===== src/rtl/rpn_pkg.sv =====
// ----------------------------------------------------------------------------
// rpn_pkg
// types and constants of the rpn stack calculator
// ----------------------------------------------------------------------------
`default_nettype none

package rpn_pkg;

    localparam int STACK_DEPTH = 64;
    localparam int STK_AW      = $clog2(STACK_DEPTH);
    localparam int CNT_W       = $clog2(STACK_DEPTH + 1);
    localparam int DATA_W      = 32;
    localparam int DEPTH_W     = 7;

    localparam logic [2:0] CMD_PUSH = 3'd0;
    localparam logic [2:0] CMD_ADD  = 3'd1;
    localparam logic [2:0] CMD_SUB  = 3'd2;
    localparam logic [2:0] CMD_MUL  = 3'd3;
    localparam logic [2:0] CMD_DIV  = 3'd4;

    localparam logic [1:0] ST_OK   = 2'd0;
    localparam logic [1:0] ST_FEW  = 2'd1;
    localparam logic [1:0] ST_FULL = 2'd2;
    localparam logic [1:0] ST_DIV0 = 2'd3;

    typedef struct packed {
        logic [2:0]               cmd;
        logic signed [DATA_W-1:0] operand_value;
    } rpn_req_t;

    typedef struct packed {
        logic [1:0]               status;
        logic signed [DATA_W-1:0] top_value;
        logic [DEPTH_W-1:0]       depth;
    } rpn_rsp_t;

endpackage

`default_nettype wire


===== src/rtl/rpn_div.sv =====
// ----------------------------------------------------------------------------
// rpn_div
// radix-2 restoring signed divider, truncates toward zero, one bit per cycle
// ----------------------------------------------------------------------------
`default_nettype none

module rpn_div
    import rpn_pkg::*;
(
    input  wire logic              clk,
    input  wire logic              rst_n,
    input  wire logic              go,
    input  wire logic [DATA_W-1:0] num,
    input  wire logic [DATA_W-1:0] den,
    output logic                   done,
    output logic [DATA_W-1:0]      quo
);

    localparam int STEP_W = $clog2(DATA_W);

    logic              run_reg;
    logic              done_reg;
    logic              neg_reg;
    logic [STEP_W-1:0] step_reg;
    logic [DATA_W-1:0] rem_reg;
    logic [DATA_W-1:0] q_reg;
    logic [DATA_W-1:0] den_reg;

    logic [DATA_W:0]   rem_sh;
    logic              fits;
    logic [DATA_W:0]   rem_sub;

    always_comb
    begin
        rem_sh  = {rem_reg, q_reg[DATA_W-1]};
        fits    = rem_sh >= {1'b0, den_reg};
        rem_sub = rem_sh - {1'b0, den_reg};
    end

    always_ff @(posedge clk or negedge rst_n)
    begin
        if (!rst_n)
        begin
            run_reg  <= 1'b0;
            done_reg <= 1'b0;
            step_reg <= '0;
        end
        else
        begin
            done_reg <= 1'b0;
            if (go)
            begin
                run_reg  <= 1'b1;
                step_reg <= '0;
            end
            else if (run_reg)
            begin
                step_reg <= step_reg + 1'b1;
                if (step_reg == STEP_W'(DATA_W - 1))
                begin
                    run_reg  <= 1'b0;
                    done_reg <= 1'b1;
                end
            end
        end
    end

    // magnitude datapath
    always_ff @(posedge clk)
    begin
        if (go)
        begin
            neg_reg <= num[DATA_W-1] ^ den[DATA_W-1];
            q_reg   <= num[DATA_W-1] ? (~num + 1'b1) : num;
            den_reg <= den[DATA_W-1] ? (~den + 1'b1) : den;
            rem_reg <= '0;
        end
        else if (run_reg)
        begin
            rem_reg <= fits ? rem_sub[DATA_W-1:0] : rem_sh[DATA_W-1:0];
            q_reg   <= {q_reg[DATA_W-2:0], fits};
        end
    end

    assign done = done_reg;
    assign quo  = neg_reg ? (~q_reg + 1'b1) : q_reg;

endmodule

`default_nettype wire


===== src/rtl/rpn_stack_calculator.sv =====
// ----------------------------------------------------------------------------
// rpn_stack_calculator
// push, error and no-op commands: result strobe registered from the read state
// add, subtract, multiply: result strobe registered from the write-back state after the read state
// divide: read state, divider run state, then write-back state, which registers the result strobe
// busy stays high until the result is issued; a new command is taken while done is high
// asynchronous reset empties the stack; stack memory contents are not cleared
// ----------------------------------------------------------------------------
`default_nettype none

module rpn_stack_calculator
    import rpn_pkg::*;
(
    input  wire logic     clk,
    input  wire logic     rst_n,
    input  wire logic     start,
    output logic          busy,
    input  wire rpn_req_t req,
    output logic          done,
    output rpn_rsp_t      rsp
);

    typedef enum logic [2:0] {
        S_IDLE,
        S_READ,
        S_DIV,
        S_WB
    } state_t;

    state_t             state_reg, state_next;
    logic [CNT_W-1:0]   count_reg, count_next;
    logic               done_reg, done_next;
    rpn_rsp_t           rsp_reg, rsp_next;
    logic [2:0]         cmd_reg;
    logic [DATA_W-1:0]  val_reg;
    logic [DATA_W-1:0]  res_reg, res_next;

    logic [DATA_W-1:0]  stack_mem [STACK_DEPTH];
    logic [DATA_W-1:0]  rd_a_reg;
    logic [DATA_W-1:0]  rd_b_reg;
    logic               rd_en;
    logic [STK_AW-1:0]  rd_a_addr;
    logic [STK_AW-1:0]  rd_b_addr;
    logic               wr_en;
    logic [STK_AW-1:0]  wr_addr;
    logic [DATA_W-1:0]  wr_data;

    logic               div_go;
    logic               div_done;
    logic [DATA_W-1:0]  div_quo;
    logic [DATA_W-1:0]  mul_lo;
    logic [DATA_W-1:0]  top_now;

    rpn_div u_div (
        .clk   (clk),
        .rst_n (rst_n),
        .go    (div_go),
        .num   (rd_b_reg),
        .den   (rd_a_reg),
        .done  (div_done),
        .quo   (div_quo)
    );

    assign rd_en     = start && (state_reg == S_IDLE);
    assign rd_a_addr = STK_AW'(count_reg - CNT_W'(1));
    assign rd_b_addr = STK_AW'(count_reg - CNT_W'(2));

    // stack memory, one write and two registered reads
    always_ff @(posedge clk)
    begin
        if (wr_en)
        begin
            stack_mem[wr_addr] <= wr_data;
        end
        if (rd_en)
        begin
            rd_a_reg <= stack_mem[rd_a_addr];
            rd_b_reg <= stack_mem[rd_b_addr];
        end
    end

    always_ff @(posedge clk)
    begin
        if (rd_en)
        begin
            cmd_reg <= req.cmd;
            val_reg <= req.operand_value;
        end
        res_reg <= res_next;
    end

    assign mul_lo  = rd_b_reg * rd_a_reg;
    assign top_now = (count_reg != '0) ? rd_a_reg : '0;

    always_comb
    begin
        state_next = state_reg;
        count_next = count_reg;
        done_next  = 1'b0;
        rsp_next   = rsp_reg;
        res_next   = res_reg;
        wr_en      = 1'b0;
        wr_addr    = STK_AW'(count_reg - CNT_W'(2));
        wr_data    = res_reg;
        div_go     = 1'b0;
        case (state_reg)
            S_IDLE:
            begin
                if (start)
                begin
                    state_next = S_READ;
                end
            end
            S_READ:
            begin
                rsp_next.status    = ST_OK;
                rsp_next.top_value = top_now;
                rsp_next.depth     = DEPTH_W'(count_reg);
                state_next         = S_IDLE;
                done_next          = 1'b1;
                case (cmd_reg)
                    CMD_PUSH:
                    begin
                        if (count_reg == CNT_W'(STACK_DEPTH))
                        begin
                            rsp_next.status = ST_FULL;
                        end
                        else
                        begin
                            wr_en              = 1'b1;
                            wr_addr            = STK_AW'(count_reg);
                            wr_data            = val_reg;
                            count_next         = count_reg + CNT_W'(1);
                            rsp_next.top_value = val_reg;
                            rsp_next.depth     = DEPTH_W'(count_next);
                        end
                    end
                    CMD_ADD, CMD_SUB, CMD_MUL, CMD_DIV:
                    begin
                        if (count_reg < CNT_W'(2))
                        begin
                            rsp_next.status = ST_FEW;
                        end
                        else if (cmd_reg == CMD_DIV)
                        begin
                            if (rd_a_reg == '0)
                            begin
                                rsp_next.status = ST_DIV0;
                            end
                            else
                            begin
                                div_go     = 1'b1;
                                done_next  = 1'b0;
                                state_next = S_DIV;
                            end
                        end
                        else
                        begin
                            done_next  = 1'b0;
                            state_next = S_WB;
                            if (cmd_reg == CMD_ADD)
                            begin
                                res_next = rd_b_reg + rd_a_reg;
                            end
                            else if (cmd_reg == CMD_SUB)
                            begin
                                res_next = rd_b_reg - rd_a_reg;
                            end
                            else
                            begin
                                res_next = mul_lo;
                            end
                        end
                    end
                    default:
                    begin
                        rsp_next.status = ST_OK;
                    end
                endcase
            end
            S_DIV:
            begin
                if (div_done)
                begin
                    res_next   = div_quo;
                    state_next = S_WB;
                end
            end
            S_WB:
            begin
                wr_en              = 1'b1;
                count_next         = count_reg - CNT_W'(1);
                rsp_next.status    = ST_OK;
                rsp_next.top_value = res_reg;
                rsp_next.depth     = DEPTH_W'(count_next);
                done_next          = 1'b1;
                state_next         = S_IDLE;
            end
            default:
            begin
                state_next = S_IDLE;
            end
        endcase
    end

    always_ff @(posedge clk or negedge rst_n)
    begin
        if (!rst_n)
        begin
            state_reg <= S_IDLE;
            count_reg <= '0;
            done_reg  <= 1'b0;
            rsp_reg   <= '0;
        end
        else
        begin
            state_reg <= state_next;
            count_reg <= count_next;
            done_reg  <= done_next;
            rsp_reg   <= rsp_next;
        end
    end

    assign busy = (state_reg != S_IDLE);
    assign done = done_reg;
    assign rsp  = rsp_reg;

endmodule

`default_nettype wire


===== config.mk =====
export PLATFORM = sky130hd
export DESIGN_NAME = rpn_stack_calculator
export DESIGN_NICKNAME = d
export VERILOG_FILES = /design/src/rtl/rpn_pkg.sv /design/src/rtl/rpn_div.sv /design/src/rtl/rpn_stack_calculator.sv
export SDC_FILE = /design/constraint.sdc
export NUM_CORES = 2
export LEC_CHECK = 0
export ABC_CLOCK_PERIOD_IN_PS = 14200
export BUFFER_PORTS_ARGS = -buffer_cell sky130_fd_sc_hd__buf_2
export CAP_MARGIN = 20
export CORE_ASPECT_RATIO = 1.75
export CORE_MARGIN = 5
export CORE_UTILIZATION = 30
export CTS_CLUSTER_DIAMETER = 40
export DETAILED_ROUTE_END_ITERATION = 8
export SETUP_SLACK_MARGIN = 0.02
export SYNTH_ARGS = -nofsm -noshare
export SYNTH_HDL_FRONTEND = slang
export SYNTH_SLANG_ARGS = --single-unit

===== constraint.sdc =====
create_clock -name clk -period 14.2 [get_ports clk]
set_input_delay 0 -clock clk [delete_from_list [all_inputs] [get_ports clk]]
set_output_delay 0 -clock clk [all_outputs]
set_load 0.02 [all_outputs]

==> metrics.md <==
| Metric | Value |
|---|---|
| Slowest CP cell | a221oi_1 |
| Grt ovf | 0 |
| Crit path capture type | register |
| Vias in the first global route | 81300 |
| Worst Max-Slew Pin Slew | 1.30 ns |
| Synthesized area per cell | 16.7 um^2 |
| Number of buffer cells added on primary ports | 80 |
| Ys Warns | 0 |
| Via density | between 5 and 6 |
| I/O pins | 81 |
| # DRC | 0 |
| Total Die Area | 0.440 mm^2 |
| Min Tclk post-route | 8.61 ns |
| Crit-path max cell delay | 0.93 ns |
| Sink Count | about 2300 |
| CTS Buf Count | approximately 220 |
| Hold_sp | req[15] |
| Final setup vio count | 0 |
| Clock Path Buffers | 4 |
| Layout area overhead | 12.9% |
| # H-tree levels | 4 |
| Startpoint types | register |
| Kind of critical path | register to register |
| Fin util | 0.339 |
| CP Buf/Inv Count | 5 |
| Largest net degree at the start of global routing | 148 |
| Hold Violations, Final | 0 |
| RSZ-0062 raised after global routing | no |
| Max-slew violations | 0 |
| Critical Path AT | between 9 and 10 ns |
| # fillers | between 40000 and 50000 |
| Routed Antenna Nets | 0 |
| Worst hold path type | primary input to register |
| Clock transition at path regs | 0.07 ns |
| RePlAce Congestion | around 0.98 |
| Worst r2r src | rd_b_reg[6] |
| Post-synth EDFFs | 2244 |
| Final period util | 0.607 |
| Antenna violations before repair | 12 |
| Unique masters post-synth | 87 |
| NumNets Final | 8424 |
| Crit path from | rd_b_reg[6] |
| FP Rows | 317 |
| DR iter-0 viols | between 8000 and 9000 |
| Root Buffer | clkbuf_16 |
| Worst slew margin | 0.130 |
| Top FF cell, synth | edfxtp_1 |
| Proportion of layout cells with a drive suffix above 1 | 0.270 |
| Post-CTS Setup Repair Bufs | 0 |
| Most frequent cells in the layout | edfxtp_1, mux4_2, nand2_1 |
| Routed via count | roughly 77000 |
| Max reg flops | 2048 |
| Syn nets | around 8300 |
| Commonest non-fill, non-tap cell in the layout | edfxtp_1 |
| Max-cap violation count | 0 |
| First-pass GRT wire length | approximately 610000 um |
| Outcome | completed |
| CTS tree | done |
| Routed Wire Length | 438000 um |
| Mapped cell area | approximately 0.13 mm^2 |
| Seq cells post-synth | 2334 |
| CP max FO | 32 |
| Family with the most delay on the worst path | adder cells |
| Clock Skew | 0.0829 ns |
| Die height | 873 um |
| GRT Util Overall | 0.195 |
| Post-DP Area | 0.136 mm^2 |
| Core area | approximately 0.43 mm^2 |
| Max Clk Rate | 116 MHz |
| Chip width | approximately 500 um |
| Clock Latency Late Sink | 0.95 ns |
| Post-Syn Instances | 7661 |
| Post-DP HPWL | 279000 um |
| Initial Util | 0.301 |
| Post-synth ARST share | 0.0249 |
| Setup TNS | 0 ns |
| DR WL/cell | 32.4 um |
| Post-synthesis sequential area ratio | 0.544 |
| Critical Path RT | 14.85 ns |
| Final instance area | 0.144 mm^2 |
| Pre-antenna DRT Iters | 7 |
| Critical Path Most Common Cell | fa_1 |
[Yosys cell counts (51+ instances only)]
cell	count	share of area
o21ai_0	143	0.0056
inv_1	490	0.014
fa_1	411	0.064
dfrtp_1	58	0.011
a211oi_1	51	0.0030
and2_1	284	0.014
xor2_1	83	0.0057
edfxtp_1	2244	0.53
mux4_2	1319	0.23
nand2_1	554	0.016
buf_1	104	0.0031
nor3_1	51	0.0020
nor2_1	241	0.0071
clkbuf_1	412	0.012
xnor2_1	142	0.0097
ha_1	228	0.022
a21oi_1	156	0.0061
[metal layers]
layer	track usage	share of wire	vias to the layer above
met3	0.0288	0.071	1271
met1	0.208	0.32	41300
met4	0.135	0.084	0
li1	-	-	30400
met2	0.351	0.52	4094
met5	0	0	-
[final timing paths]
check | end | slack (ns) | cells past startpoint
min in group asynchronous | rsp[36] | 0.38 | 4
worst min-delay path | val_reg[15] | 0.32 | 3
worst max register to register | res_reg[30] | 5.59 | 25
max in group asynchronous | rsp[18] | 12.96 | 5
worst min register to register | rsp[36] | 0.47 | 2
worst max-delay path | res_reg[30] | 5.59 | 25
[repair_timing]
action | CTS | global route
hold buffers | 75 | 0
hold endpoints to repair | 135 | 0
setup endpoints to repair | 0 | 0
resized for setup | 0 | 0
[stage by stage]
stage,cells,setup slack [ns],hold WS (ns)
final,13500,5.59,0.325
after detailed placement,13000,5.64,-0.0859
after global routing,13500,5.32,0.322
after floorplan,7661,6.82,-0.296
after CTS,13500,5.58,0.289
after global placement,13000,5.55,-0.0828
[final cells by class]
cell class                 count  area (um^2)  share of cell area
multi-input combinational   4289        55000               0.382
antenna                        7         17.5            0.000121
sequential                  2334        69500               0.482
timing repair buffer         404         3550              0.0246
clock inverter               144         1580              0.0110
tap                         5582         6980              0.0484
clock buffer                 249         5710              0.0396
inverter                     496         1860              0.0129
[cell families after synthesis]
family / Yosys count / share of synthesized area
compound gates: 730 / 0.0376
mux: 1359 / 0.236
buf+inv: 1038 / 0.0311
xor+xnor: 225 / 0.0154
simple gates: 1336 / 0.0498
fa+ha+maj: 639 / 0.0867
flops: 2334 / 0.544
[worst reg2reg max path, cell delays in order, from the launching register on]
cell      delay [ns]
edfxtp_1        0.32
buf_4           0.40
ha_1            0.31
inv_1           0.11
fa_1            0.50
inv_1           0.07
fa_1            0.54
inv_1           0.07
fa_1            0.47
fa_1            0.49
inv_1           0.05
ha_1            0.27
ha_1            0.30
fa_1            0.53
fa_1            0.42
ha_1            0.34
o21a_1          0.23
o22ai_1         0.19
o32ai_1         0.27
a221oi_1        0.93
o21ai_1         0.30
a221o_1         0.39
a211o_1         0.30
a21oi_1         0.19
mux2i_1         0.23
a32oi_1         0.13
Power is left out: the tool's default activity adds up to more than one toggle a clock period on the data nets, which glitch-free logic cannot reach.
